===== config.mk =====
export PLATFORM = sky130hd
export DESIGN_NAME = riff_wave_stream_to_samples_core
export DESIGN_NICKNAME = d
export VERILOG_FILES = /design/src/hdl/rws_pkg.sv /design/src/hdl/rws_parser.sv /design/src/hdl/rws_fifo.sv /design/src/hdl/rws_convert.sv /design/src/hdl/riff_wave_stream_to_samples_core.sv
export SDC_FILE = /design/constraint.sdc
export NUM_CORES = 2
export LEC_CHECK = 0
export ABC_AREA = 1
export BUFFER_PORTS_ARGS = -buffer_cell sky130_fd_sc_hd__buf_2
export CAP_MARGIN = 0
export CORE_ASPECT_RATIO = 1.5
export CORE_MARGIN = 8
export CORE_UTILIZATION = 57
export DETAILED_ROUTE_END_ITERATION = 7
export PLACE_DENSITY = 0.74
export SETUP_SLACK_MARGIN = 0.1
export SYNTH_ARGS = -nofsm -noshare
export SYNTH_HDL_FRONTEND = slang
export SYNTH_SLANG_ARGS = --single-unit

===== constraint.sdc =====
create_clock -name clk -period 31 [get_ports clk]
set_input_delay 3.1 -clock clk [delete_from_list [all_inputs] [get_ports clk]]
set_output_delay 3.1 -clock clk [all_outputs]
set_load 0.1 [all_outputs]

===== src/hdl/rws_pkg.sv =====
// Shared types and constants for the RIFF wave stream to samples core.
package rws_pkg;

  localparam logic [31:0] TAG_RIFF = 32'h4646_4952;
  localparam logic [31:0] TAG_WAVE = 32'h4556_4157;
  localparam logic [31:0] TAG_FMT  = 32'h2074_6D66;
  localparam logic [31:0] TAG_DATA = 32'h6174_6164;
  localparam logic [4:0]  FMT_BODY_BYTES = 5'd16;

  localparam logic [3:0] ST_OK        = 4'd0;
  localparam logic [3:0] ST_TRUNC     = 4'd1;
  localparam logic [3:0] ST_NO_RIFF   = 4'd2;
  localparam logic [3:0] ST_NO_WAVE   = 4'd3;
  localparam logic [3:0] ST_MISSING   = 4'd4;
  localparam logic [3:0] ST_BAD_META  = 4'd5;
  localparam logic [3:0] ST_BAD_FMT   = 4'd6;
  localparam logic [3:0] ST_BAD_ALIGN = 4'd7;
  localparam logic [3:0] ST_BAD_PCM   = 4'd8;
  localparam logic [3:0] ST_BAD_FLT   = 4'd9;
  localparam logic [3:0] ST_ORDER     = 4'd10;

  localparam logic [15:0] FMT_PCM   = 16'd1;
  localparam logic [15:0] FMT_FLOAT = 16'd3;

  typedef enum logic [11:0] {
    PH_RIFF       = 12'b0000_0000_0001,
    PH_RSIZE      = 12'b0000_0000_0010,
    PH_WAVE       = 12'b0000_0000_0100,
    PH_TAG        = 12'b0000_0000_1000,
    PH_SIZE_FMT   = 12'b0000_0001_0000,
    PH_SIZE_DATA  = 12'b0000_0010_0000,
    PH_SIZE_OTHER = 12'b0000_0100_0000,
    PH_FMT        = 12'b0000_1000_0000,
    PH_SKIP       = 12'b0001_0000_0000,
    PH_DATA       = 12'b0010_0000_0000,
    PH_PAD        = 12'b0100_0000_0000,
    PH_HALT       = 12'b1000_0000_0000
  } phase_t;

  // Format of a raw sample, which selects its conversion.
  typedef enum logic [2:0] {
    CV_PCM8, CV_PCM16, CV_PCM24, CV_PCM32, CV_F32, CV_F64
  } conv_t;

  // One queued job from the parser to the converter.
  typedef struct packed {
    logic        kind;
    conv_t       conv;
    logic [63:0] raw;
    logic [15:0] channel_index;
    logic [3:0]  status_code;
    logic [31:0] rate_hz;
    logic [15:0] channels;
    logic [15:0] sample_depth;
    logic [15:0] format_tag;
  } job_t;

  typedef struct packed {
    logic        kind;
    logic [63:0] sample_bits;
    logic [15:0] channel_index;
    logic [3:0]  status_code;
    logic [31:0] rate_hz;
    logic [15:0] channels;
    logic [15:0] sample_depth;
    logic [15:0] format_tag;
  } result_t;

endpackage


===== src/hdl/rws_parser.sv =====
// Byte parser: walks RIFF chunks and builds conversion jobs.
module rws_parser
  import rws_pkg::*;
(
  input  logic       clk,
  input  logic       rst,
  input  logic       in_valid,
  output logic       in_ready,
  input  logic [7:0] file_byte,
  input  logic       end_of_file,
  output logic       job_valid,
  input  logic       job_room,
  output job_t       job
);

  phase_t      phase, phase_next;
  logic [31:0] field_shift, field_shift_next;
  logic [31:0] bytes_left, bytes_left_next;
  logic [4:0]  fidx, fidx_next;
  logic        pad_pending, pad_pending_next;
  logic [15:0] format_seen, format_seen_next, channels_seen, channels_seen_next;
  logic [31:0] rate_seen, rate_seen_next;
  logic [15:0] align_seen, align_seen_next, depth_seen, depth_seen_next;
  logic        fmt_found, fmt_found_next, data_found, data_found_next;
  logic [63:0] gather, gather_next;
  logic [3:0]  sbc, sbc_next;
  logic [15:0] chan, chan_next;
  logic        err, err_next;
  logic [3:0]  err_code, err_code_next;
  logic [3:0]  fmt_code;
  logic [3:0]  fmt_code_r;
  logic [12:0] bps;
  logic [28:0] align_calc;
  logic [31:0] word, field_full;
  logic [63:0] gather_full;
  logic [3:0]  sbc_inc;
  logic        field_done;
  logic [3:0]  eof_code;
  conv_t       conv_sel;

  assign in_ready = job_room;
  wire take = in_valid && in_ready;

  assign bps = depth_seen[15:3];
  assign align_calc = 29'(bps) * 29'(channels_seen);
  assign word = {24'd0, file_byte} << {fidx[1:0], 3'b000};
  assign field_full = field_shift | word;
  assign field_done = (fidx[1:0] == 2'd3);
  assign gather_full = gather | ({56'd0, file_byte} << {sbc[2:0], 3'b000});
  assign sbc_inc = sbc + 4'd1;

  // Format verdict is registered so the data size path stays short.
  always_comb begin
    if (channels_seen == 16'd0 || rate_seen == 32'd0 || align_seen == 16'd0) begin
      fmt_code = ST_BAD_META;
    end else if (format_seen != FMT_PCM && format_seen != FMT_FLOAT) begin
      fmt_code = ST_BAD_FMT;
    end else if (bps == 13'd0 || align_calc != {13'd0, align_seen}) begin
      fmt_code = ST_BAD_ALIGN;
    end else if (format_seen == FMT_PCM && depth_seen != 16'd8 && depth_seen != 16'd16 &&
                 depth_seen != 16'd24 && depth_seen != 16'd32) begin
      fmt_code = ST_BAD_PCM;
    end else if (format_seen == FMT_FLOAT && depth_seen != 16'd32 && depth_seen != 16'd64) begin
      fmt_code = ST_BAD_FLT;
    end else begin
      fmt_code = ST_OK;
    end
  end

  always_ff @(posedge clk) begin
    fmt_code_r <= fmt_code;
  end

  always_comb begin
    conv_sel = CV_PCM32;
    if (format_seen == FMT_FLOAT) begin
      conv_sel = (depth_seen == 16'd32) ? CV_F32 : CV_F64;
    end else begin
      case (depth_seen)
        16'd8:   conv_sel = CV_PCM8;
        16'd16:  conv_sel = CV_PCM16;
        16'd24:  conv_sel = CV_PCM24;
        default: conv_sel = CV_PCM32;
      endcase
    end
  end

  always_comb begin
    if (err) begin
      eof_code = err_code;
    end else if (!((phase == PH_TAG && fidx == 5'd0) || phase == PH_PAD)) begin
      eof_code = ST_TRUNC;
    end else if (!fmt_found || !data_found) begin
      eof_code = ST_MISSING;
    end else begin
      eof_code = ST_OK;
    end
  end

  always_comb begin
    phase_next = phase;
    field_shift_next = field_shift;
    bytes_left_next = bytes_left;
    fidx_next = fidx;
    pad_pending_next = pad_pending;
    format_seen_next = format_seen;
    channels_seen_next = channels_seen;
    rate_seen_next = rate_seen;
    align_seen_next = align_seen;
    depth_seen_next = depth_seen;
    fmt_found_next = fmt_found;
    data_found_next = data_found;
    gather_next = gather;
    sbc_next = sbc;
    chan_next = chan;
    err_next = err;
    err_code_next = err_code;
    job_valid = 1'b0;
    job.kind = 1'b0;
    job.conv = conv_sel;
    job.raw = gather_full;
    job.channel_index = chan;
    job.status_code = ST_OK;
    job.rate_hz = rate_seen;
    job.channels = channels_seen;
    job.sample_depth = depth_seen;
    job.format_tag = format_seen;
    if (take && end_of_file) begin
      job_valid = 1'b1;
      job.kind = 1'b1;
      job.raw = 64'd0;
      job.channel_index = 16'd0;
      job.status_code = eof_code;
      phase_next = PH_RIFF;
      field_shift_next = 32'd0;
      bytes_left_next = 32'd0;
      fidx_next = 5'd0;
      pad_pending_next = 1'b0;
      format_seen_next = 16'd0;
      channels_seen_next = 16'd0;
      rate_seen_next = 32'd0;
      align_seen_next = 16'd0;
      depth_seen_next = 16'd0;
      fmt_found_next = 1'b0;
      data_found_next = 1'b0;
      gather_next = 64'd0;
      sbc_next = 4'd0;
      chan_next = 16'd0;
      err_next = 1'b0;
      err_code_next = ST_OK;
    end else if (take) begin
      case (phase)
        PH_RIFF, PH_RSIZE, PH_WAVE, PH_TAG, PH_SIZE_FMT, PH_SIZE_DATA, PH_SIZE_OTHER: begin
          field_shift_next = field_full;
          fidx_next = fidx + 5'd1;
          if (field_done) begin
            field_shift_next = 32'd0;
            fidx_next = 5'd0;
            case (phase)
              PH_RIFF: begin
                if (field_full != TAG_RIFF) begin
                  err_next = 1'b1; err_code_next = ST_NO_RIFF; phase_next = PH_HALT;
                end else begin
                  phase_next = PH_RSIZE;
                end
              end
              PH_RSIZE: phase_next = PH_WAVE;
              PH_WAVE: begin
                if (field_full != TAG_WAVE) begin
                  err_next = 1'b1; err_code_next = ST_NO_WAVE; phase_next = PH_HALT;
                end else begin
                  phase_next = PH_TAG;
                end
              end
              PH_TAG: begin
                if (field_full == TAG_FMT) begin
                  if (fmt_found) begin
                    err_next = 1'b1; err_code_next = ST_ORDER; phase_next = PH_HALT;
                  end else begin
                    phase_next = PH_SIZE_FMT;
                  end
                end else if (field_full == TAG_DATA) begin
                  if (!fmt_found || data_found) begin
                    err_next = 1'b1; err_code_next = ST_ORDER; phase_next = PH_HALT;
                  end else begin
                    phase_next = PH_SIZE_DATA;
                  end
                end else begin
                  phase_next = PH_SIZE_OTHER;
                end
              end
              default: begin
                pad_pending_next = field_full[0];
                bytes_left_next = field_full;
                if (phase == PH_SIZE_FMT) begin
                  if (field_full < 32'd16) begin
                    err_next = 1'b1; err_code_next = ST_BAD_META; phase_next = PH_HALT;
                  end else begin
                    phase_next = PH_FMT;
                  end
                end else if (phase == PH_SIZE_DATA) begin
                  if (fmt_code_r != ST_OK) begin
                    err_next = 1'b1; err_code_next = fmt_code_r; phase_next = PH_HALT;
                  end else begin
                    data_found_next = 1'b1;
                    gather_next = 64'd0;
                    sbc_next = 4'd0;
                    chan_next = 16'd0;
                    if (field_full == 32'd0) begin
                      phase_next = field_full[0] ? PH_PAD : PH_TAG;
                      pad_pending_next = 1'b0;
                    end else begin
                      phase_next = PH_DATA;
                    end
                  end
                end else begin
                  if (field_full == 32'd0) begin
                    phase_next = PH_TAG;
                    pad_pending_next = 1'b0;
                  end else begin
                    phase_next = PH_SKIP;
                  end
                end
              end
            endcase
          end
        end
        PH_FMT: begin
          case (fidx[3:0])
            4'd0:  format_seen_next[7:0] = file_byte;
            4'd1:  format_seen_next[15:8] = file_byte;
            4'd2:  channels_seen_next[7:0] = file_byte;
            4'd3:  channels_seen_next[15:8] = file_byte;
            4'd4:  rate_seen_next[7:0] = file_byte;
            4'd5:  rate_seen_next[15:8] = file_byte;
            4'd6:  rate_seen_next[23:16] = file_byte;
            4'd7:  rate_seen_next[31:24] = file_byte;
            4'd12: align_seen_next[7:0] = file_byte;
            4'd13: align_seen_next[15:8] = file_byte;
            4'd14: depth_seen_next[7:0] = file_byte;
            4'd15: depth_seen_next[15:8] = file_byte;
            default: ;
          endcase
          fidx_next = fidx + 5'd1;
          bytes_left_next = bytes_left - 32'd1;
          if (fidx + 5'd1 >= FMT_BODY_BYTES) begin
            fidx_next = 5'd0;
            fmt_found_next = 1'b1;
            if (bytes_left == 32'd1) begin
              phase_next = pad_pending ? PH_PAD : PH_TAG;
              pad_pending_next = 1'b0;
            end else begin
              phase_next = PH_SKIP;
            end
          end
        end
        PH_SKIP: begin
          bytes_left_next = bytes_left - 32'd1;
          if (bytes_left == 32'd1) begin
            phase_next = pad_pending ? PH_PAD : PH_TAG;
            pad_pending_next = 1'b0;
          end
        end
        PH_DATA: begin
          gather_next = gather_full;
          sbc_next = sbc_inc;
          if ({9'd0, sbc_inc} >= bps) begin
            job_valid = 1'b1;
            chan_next = ({1'b0, chan} + 17'd1 >= {1'b0, channels_seen}) ? 16'd0 : chan + 16'd1;
            gather_next = 64'd0;
            sbc_next = 4'd0;
          end
          bytes_left_next = bytes_left - 32'd1;
          if (bytes_left == 32'd1) begin
            gather_next = 64'd0;
            sbc_next = 4'd0;
            phase_next = pad_pending ? PH_PAD : PH_TAG;
            pad_pending_next = 1'b0;
          end
        end
        PH_PAD: phase_next = PH_TAG;
        default: ;
      endcase
    end
  end

  always_ff @(posedge clk) begin
    if (rst) begin
      phase <= PH_RIFF;
      field_shift <= 32'd0;
      bytes_left <= 32'd0;
      fidx <= 5'd0;
      pad_pending <= 1'b0;
      format_seen <= 16'd0;
      channels_seen <= 16'd0;
      rate_seen <= 32'd0;
      align_seen <= 16'd0;
      depth_seen <= 16'd0;
      fmt_found <= 1'b0;
      data_found <= 1'b0;
      gather <= 64'd0;
      sbc <= 4'd0;
      chan <= 16'd0;
      err <= 1'b0;
      err_code <= ST_OK;
    end else begin
      phase <= phase_next;
      field_shift <= field_shift_next;
      bytes_left <= bytes_left_next;
      fidx <= fidx_next;
      pad_pending <= pad_pending_next;
      format_seen <= format_seen_next;
      channels_seen <= channels_seen_next;
      rate_seen <= rate_seen_next;
      align_seen <= align_seen_next;
      depth_seen <= depth_seen_next;
      fmt_found <= fmt_found_next;
      data_found <= data_found_next;
      gather <= gather_next;
      sbc <= sbc_next;
      chan <= chan_next;
      err <= err_next;
      err_code <= err_code_next;
    end
  end

endmodule


===== src/hdl/rws_fifo.sv =====
// Short job queue between the parser and the converter.
module rws_fifo
  import rws_pkg::*;
#(
  parameter int DEPTH = 4
) (
  input  logic clk,
  input  logic rst,
  input  logic wr_en,
  input  job_t wr_data,
  output logic room,
  output logic rd_valid,
  input  logic rd_en,
  output job_t rd_data
);

  localparam int AW = (DEPTH > 1) ? $clog2(DEPTH) : 1;

  job_t          mem [DEPTH];
  logic [AW-1:0] wp, rp;
  logic [AW:0]   count;

  assign room = (count != (AW+1)'(DEPTH));
  assign rd_valid = (count != '0);
  assign rd_data = mem[rp];

  always_ff @(posedge clk) begin
    if (wr_en) begin
      mem[wp] <= wr_data;
    end
  end

  always_ff @(posedge clk) begin
    if (rst) begin
      wp <= '0;
      rp <= '0;
      count <= '0;
    end else begin
      if (wr_en) begin
        wp <= (wp == AW'(DEPTH - 1)) ? '0 : wp + AW'(1);
      end
      if (rd_en) begin
        rp <= (rp == AW'(DEPTH - 1)) ? '0 : rp + AW'(1);
      end
      count <= count + (AW+1)'(wr_en) - (AW+1)'(rd_en);
    end
  end

endmodule


===== src/hdl/rws_convert.sv =====
// Sample converter: turns raw samples into binary64 and holds the output register.
module rws_convert
  import rws_pkg::*;
(
  input  logic    clk,
  input  logic    rst,
  input  logic    job_valid,
  output logic    job_take,
  input  job_t    job,
  output logic    out_valid,
  input  logic    out_ready,
  output result_t result
);

  logic [63:0] bits;
  logic [31:0] ival;
  logic [5:0]  lz;
  logic [31:0] mag, norm;
  logic [10:0] ebias;
  logic [31:0] f;
  logic [22:0] fm, fmn;
  logic [4:0]  flz;
  logic [10:0] fe;

  assign job_take = job_valid && (!out_valid || out_ready);

  always_comb begin
    case (job.conv)
      CV_PCM8:  ival = {job.raw[7:0] ^ 8'h80, 24'd0};
      CV_PCM16: ival = {job.raw[15:0], 16'd0};
      CV_PCM24: ival = {job.raw[23:0], 8'd0};
      default:  ival = job.raw[31:0];
    endcase
  end

  // Signed 32-bit fraction scaled by 2^-31.
  always_comb begin
    mag = ival[31] ? (~ival + 32'd1) : ival;
    lz = 6'd32;
    for (int i = 0; i < 32; i++) begin
      if (mag[i]) lz = 6'(31 - i);
    end
    norm = mag << lz[4:0];
    ebias = 11'd1023 - 11'(lz);
  end

  always_comb begin
    f = job.raw[31:0];
    fm = f[22:0];
    flz = 5'd0;
    for (int i = 0; i < 23; i++) begin
      if (fm[i]) flz = 5'(22 - i);
    end
    fmn = 23'(fm << (flz + 5'd1));
    fe = 11'd896 - 11'(flz);
  end

  always_comb begin
    case (job.conv)
      CV_F64: bits = job.raw;
      CV_F32: begin
        if (f[30:23] == 8'hFF) begin
          bits = {f[31], 11'h7FF, (fm != 23'd0), fm[21:0], 29'd0};
        end else if (f[30:23] == 8'd0) begin
          bits = (fm == 23'd0) ? {f[31], 63'd0} : {f[31], fe, fmn, 29'd0};
        end else begin
          bits = {f[31], f[30], {3{~f[30]}}, f[29:23], fm, 29'd0};
        end
      end
      default: begin
        if (lz == 6'd32) begin
          bits = 64'd0;
        end else begin
          bits = {ival[31], ebias, norm[30:0], 21'd0};
        end
      end
    endcase
  end

  always_ff @(posedge clk) begin
    if (job_take) begin
      result.kind <= job.kind;
      result.sample_bits <= job.kind ? 64'd0 : bits;
      result.channel_index <= job.channel_index;
      result.status_code <= job.status_code;
      result.rate_hz <= job.rate_hz;
      result.channels <= job.channels;
      result.sample_depth <= job.sample_depth;
      result.format_tag <= job.format_tag;
    end
  end

  always_ff @(posedge clk) begin
    if (rst) begin
      out_valid <= 1'b0;
    end else if (job_take) begin
      out_valid <= 1'b1;
    end else if (out_ready) begin
      out_valid <= 1'b0;
    end
  end

endmodule


===== src/hdl/riff_wave_stream_to_samples_core.sv =====
// Top level of the RIFF wave stream to samples core.
//
// The slave channel takes one word per cycle while tready is high: tdata carries
// the next file byte and tuser marks end of file. The master channel returns one
// word for each complete sample and one status word per file, marked by tlast.
// When the parser accepts the last byte of a sample it writes a job into a
// four-entry queue, and the converter registers the binary64 result from the
// queue head into the output register. Sustained throughput is one byte per
// cycle while the queue has room, set by the parser's byte loop.
// The status word of a file ends the parse and the core starts on a new file.
// Samples are provisional until the status word reports ok.
// Reset clears the parser, the queue and the output register; no word is pending
// afterward. When the receiver stalls, results collect in the queue and the output
// register, and tready falls only once the queue has no room for another job.
module riff_wave_stream_to_samples_core
  import rws_pkg::*;
#(
  parameter int QUEUE_DEPTH = 4
) (
  input  logic         clk,
  input  logic         rst,
  input  logic         s_tvalid,
  output logic         s_tready,
  input  logic [7:0]   s_tdata,   // file_byte
  input  logic         s_tuser,   // end_of_file
  output logic         m_tvalid,
  input  logic         m_tready,
  // sample_bits[63:0], channel_index[79:64], status_code[83:80], rate_hz[115:84],
  // channels[131:116], sample_depth[147:132], format_tag[163:148], zero fill
  output logic [167:0] m_tdata,
  output logic         m_tuser,   // kind
  output logic         m_tlast    // last
);

  job_t    push_job, head_job;
  logic    push, room, head_valid, head_take;
  result_t res;

  rws_parser u_parser (
    .clk(clk), .rst(rst),
    .in_valid(s_tvalid), .in_ready(s_tready),
    .file_byte(s_tdata), .end_of_file(s_tuser),
    .job_valid(push), .job_room(room), .job(push_job)
  );

  rws_fifo #(.DEPTH(QUEUE_DEPTH)) u_fifo (
    .clk(clk), .rst(rst),
    .wr_en(push), .wr_data(push_job), .room(room),
    .rd_valid(head_valid), .rd_en(head_take), .rd_data(head_job)
  );

  rws_convert u_convert (
    .clk(clk), .rst(rst),
    .job_valid(head_valid), .job_take(head_take), .job(head_job),
    .out_valid(m_tvalid), .out_ready(m_tready), .result(res)
  );

  assign m_tdata = {4'd0, res.format_tag, res.sample_depth, res.channels, res.rate_hz,
                    res.status_code, res.channel_index, res.sample_bits};
  assign m_tuser = res.kind;
  assign m_tlast = res.kind;

endmodule


==> metrics <==
largest net degree at the start of global routing=191; Final Max Slew Viols=0; Reg2Reg Depth=17; number of hold buffers added after CTS=0; Arr. time, crit path=9340 ps; Simple-Gate Fraction of Synth Area=0.157; initial DRC count=4319; met3 WL post-DR=11.3 mm; status=complete, no violations; dpl hpwl=114 mm; deepest clock path buffer count=3; nets@finish=6492; final worst-path cycle share=0.284; setup TNS=0 ps; initial antenna violation count=1; Syn Inst Count=6181; critical path class=reg -> reg; WL met2=82.9 mm; Mean Syn Cell Area=9.29 um^2; worst-path maximum fanout=190; worst slew margin relative to its limit=0.0230; WL per Instance=22.1 um; Netlist Area Pre-Place=57400 um^2; post-synthesis xor/xnor area fraction=0.0120; Tot GR Track Use=0.299; H-tree Lvls=3; GP Congestion=0.984; slowest cell delay on critical path=1010 ps; Register Area=30800 um^2; Post-Synth Adder-Cell Area=0.0787; P&R area growth vs syn=9.18%; Post-synth ARST share=0; main combinational cell family by area after synthesis=simple AND/OR/NAND/NOR gates; core area=99900 um^2; fillers=8313; synthesized flop and latch total=1120; Post-CTS Setup Bufs=0; Synth cell types=72; Rows=142; min-delay src=u_parser.field_shift[18]; first-pass GRT wire length=256 mm; WL met1=60.1 mm; RSZ-0062 raised after global routing=false; Critical Path RT=31550 ps; n_diodes=0; hold path depth=2; post-synthesis mux area share=0.000349; Port-buffer cells=180; Synth Area in Compound Gates=0.134; top routing layer used=met4; Multi-input gate area=22000 um^2; Resized Gates After CTS=0; TritonCTS Sinks=1120; clk_skew=31.4 ps; Yosys Warn Count=0; Die Area=111000 um^2; core occupancy in the finished layout=0.628; Reg2Reg Setup Slack=22200 ps; Initial Utilization=0.575; EDFF count, synth=837; IO Count=185; crit path cell chain=inv_8 -> buf_4 -> buf_4 -> nand2_1 -> a32oi_1 -> inv_1 -> nand3_1 -> nand2_1 -> ha_1 -> or2_2 -> nand2_1 -> inv_1 -> o21ai_0 -> inv_1 -> o21ai_0 -> a21oi_1 -> a21oi_1; CP endpoint kind=register; # DRC=0; later-pin clock latency in the skew report=710 ps; gr ovfl total=0; Die W=275 um; CTS tree=yes; Worst-Margin Slew=1470 ps; Num CTS Buffers=99; post-synthesis sequential area ratio=0.537; worst hold path type=reg -> reg; CP max-delay cell=a32oi_1; share of cells above drive strength 1=0.0811; Main synth FF type=edfxtp_1; clk root buf=clkbuf_16; vias in the first global route=43952; startpoint types=register; Fmax=0.114 GHz; clock slew at reported path FFs=70 ps; post-route ant nets=0; Worst Hold End=u_parser.field_shift[18]; Tmin final=8800 ps; DRT Pass-1 Iters=6; final setup violating endpoints=0; final hold vios=0; Die Span Y=405 um; Total Wirelength=168 mm; routed vias/inst=5.91; FF-to-FF End=u_convert.result[139]; Max Cap Viol=0; Vias=44881
==> layout by cell type (no fill, tap or decap), types with 16 or more instances in the layout <==
cell type	instances
buf_4	73
nor3_1	90
o21bai_1	40
nand4_1	31
dfxtp_1	281
a211oi_1	88
xor2_1	57
clkbuf_16	100
xnor2_1	16
clkinv_2	24
edfxtp_1	837
nor2_1	703
o21ai_0	568
buf_2	180
a21oi_1	358
ha_1	113
fa_1	155
nor4_1	44
nand3_1	268
clkbuf_1	19
o21ai_1	17
o22ai_1	141
nand2_1	948
a31oi_1	21
a32oi_1	21
inv_1	852
o211ai_1	21
or2_2	16
inv_2	21
==> cell families (layout without fill, tap and decap cells) <==
family,Yosys count,after routing
AOI/OAI and AO/OA,1346,1346
xor gates and xnor gates,76,76
adders and majority gates,268,268
buffers and inverters,1211,1324
DFF,1120,1120
muxes,2,2
other,1,4
and+or+nand+nor,2157,2157
==> cell type report <==
| type | instances | share of cell area |
|---|---|---|
| flip-flops and latches | 1120 | 0.492 |
| multi-input cells | 3853 | 0.351 |
| inverters | 883 | 0.0531 |
| clock buffers | 129 | 0.0433 |
| well taps | 1296 | 0.0259 |
| repair buffers | 254 | 0.0234 |
| clock inverters | 58 | 0.0118 |
==> how the worst max path moves through the flow <==
stage                  start               endpoint  slack (ps)  depth (start not counted)
floorplan           m_tready        u_fifo.count[2]       17180                         10
global placement    register  u_convert.result[151]       22560                         43
detailed placement  register  u_convert.result[151]       22620                         43
CTS                 register  u_convert.result[151]       22620                         43
global route        register  u_convert.result[151]       21670                         43
finish              register  u_convert.result[139]       22200                         17
==> Yosys cell counts (40+ instances only) <==
master    count  area, um^2
a21oi_1     358        1790
o22ai_1     141         882
xor2_1       57         499
edfxtp_1    837       25100
clkbuf_1    242         908
fa_1        155        3100
ha_1        113        1410
o21bai_1     40         300
o21ai_0     568        2840
nor2_1      708        2660
nor3_1       91         455
nand3_1     268        1340
inv_1       852        3200
dfxtp_1     283        5670
a211oi_1     88         661
nor4_1       44         275
nand2_1     951        3570
==> worst max-delay path: cells and delay by family (launching register included) <==
kind,cells,cell delay (ps)
AOI/OAI and AO/OA,5,2650
and+or+nand+nor,5,1520
buffers and inverters,6,3370
DFF,1,550
adders and majority gates,1,380
==> flip-flops by register name, indices dropped and copies added, names as in the netlist, named ones only <==
register / count
u_parser.fidx: 5
u_parser.depth_seen: 16
u_parser.fmt_code_r: 4
u_convert.out_valid: 1
u_parser.err_code: 4
u_parser.data_found: 1
u_fifo.rp: 2
u_fifo.mem: 672
u_parser.field_shift: 32
u_parser.phase: 12
u_parser.sbc: 4
u_parser.pad_pending: 1
u_convert.result: 165
u_parser.channels_seen: 16
u_parser.err: 1
u_fifo.count: 3
u_parser.chan: 16
u_parser.gather: 64
u_parser.format_seen: 16
u_parser.fmt_found: 1
u_parser.align_seen: 16
u_parser.bytes_left: 32
u_parser.rate_seen: 32
u_fifo.wp: 2
==> per-stage QoR <==
| stage | std cells | cell area (um^2) | hold WS [ps] | setup WS (ps) |
|---|---|---|---|---|
| floorplan | 6184 | 57400 | 430 | 17180 |
| global placement | 7406 | 59200 | 440 | 22560 |
| detailed placement | 7406 | 59200 | 443 | 22620 |
| CTS | 7593 | 62700 | 458 | 22620 |
| global route | 7593 | 62700 | 474 | 21670 |
| finish | 7593 | 62700 | 458 | 22200 |
==> per-layer routing <==
| layer | global-route usage | vias up |
|---|---|---|
| li1 | - | 20859 |
| met1 | 0.338 | 21617 |
| met2 | 0.512 | 1819 |
| met3 | 0.0470 | 586 |
| met4 | 0.210 | 0 |
| met5 | 0 | - |
Power is left out: the tool's default activity adds up to more than one toggle a clock period on the data nets, which glitch-free logic cannot reach.
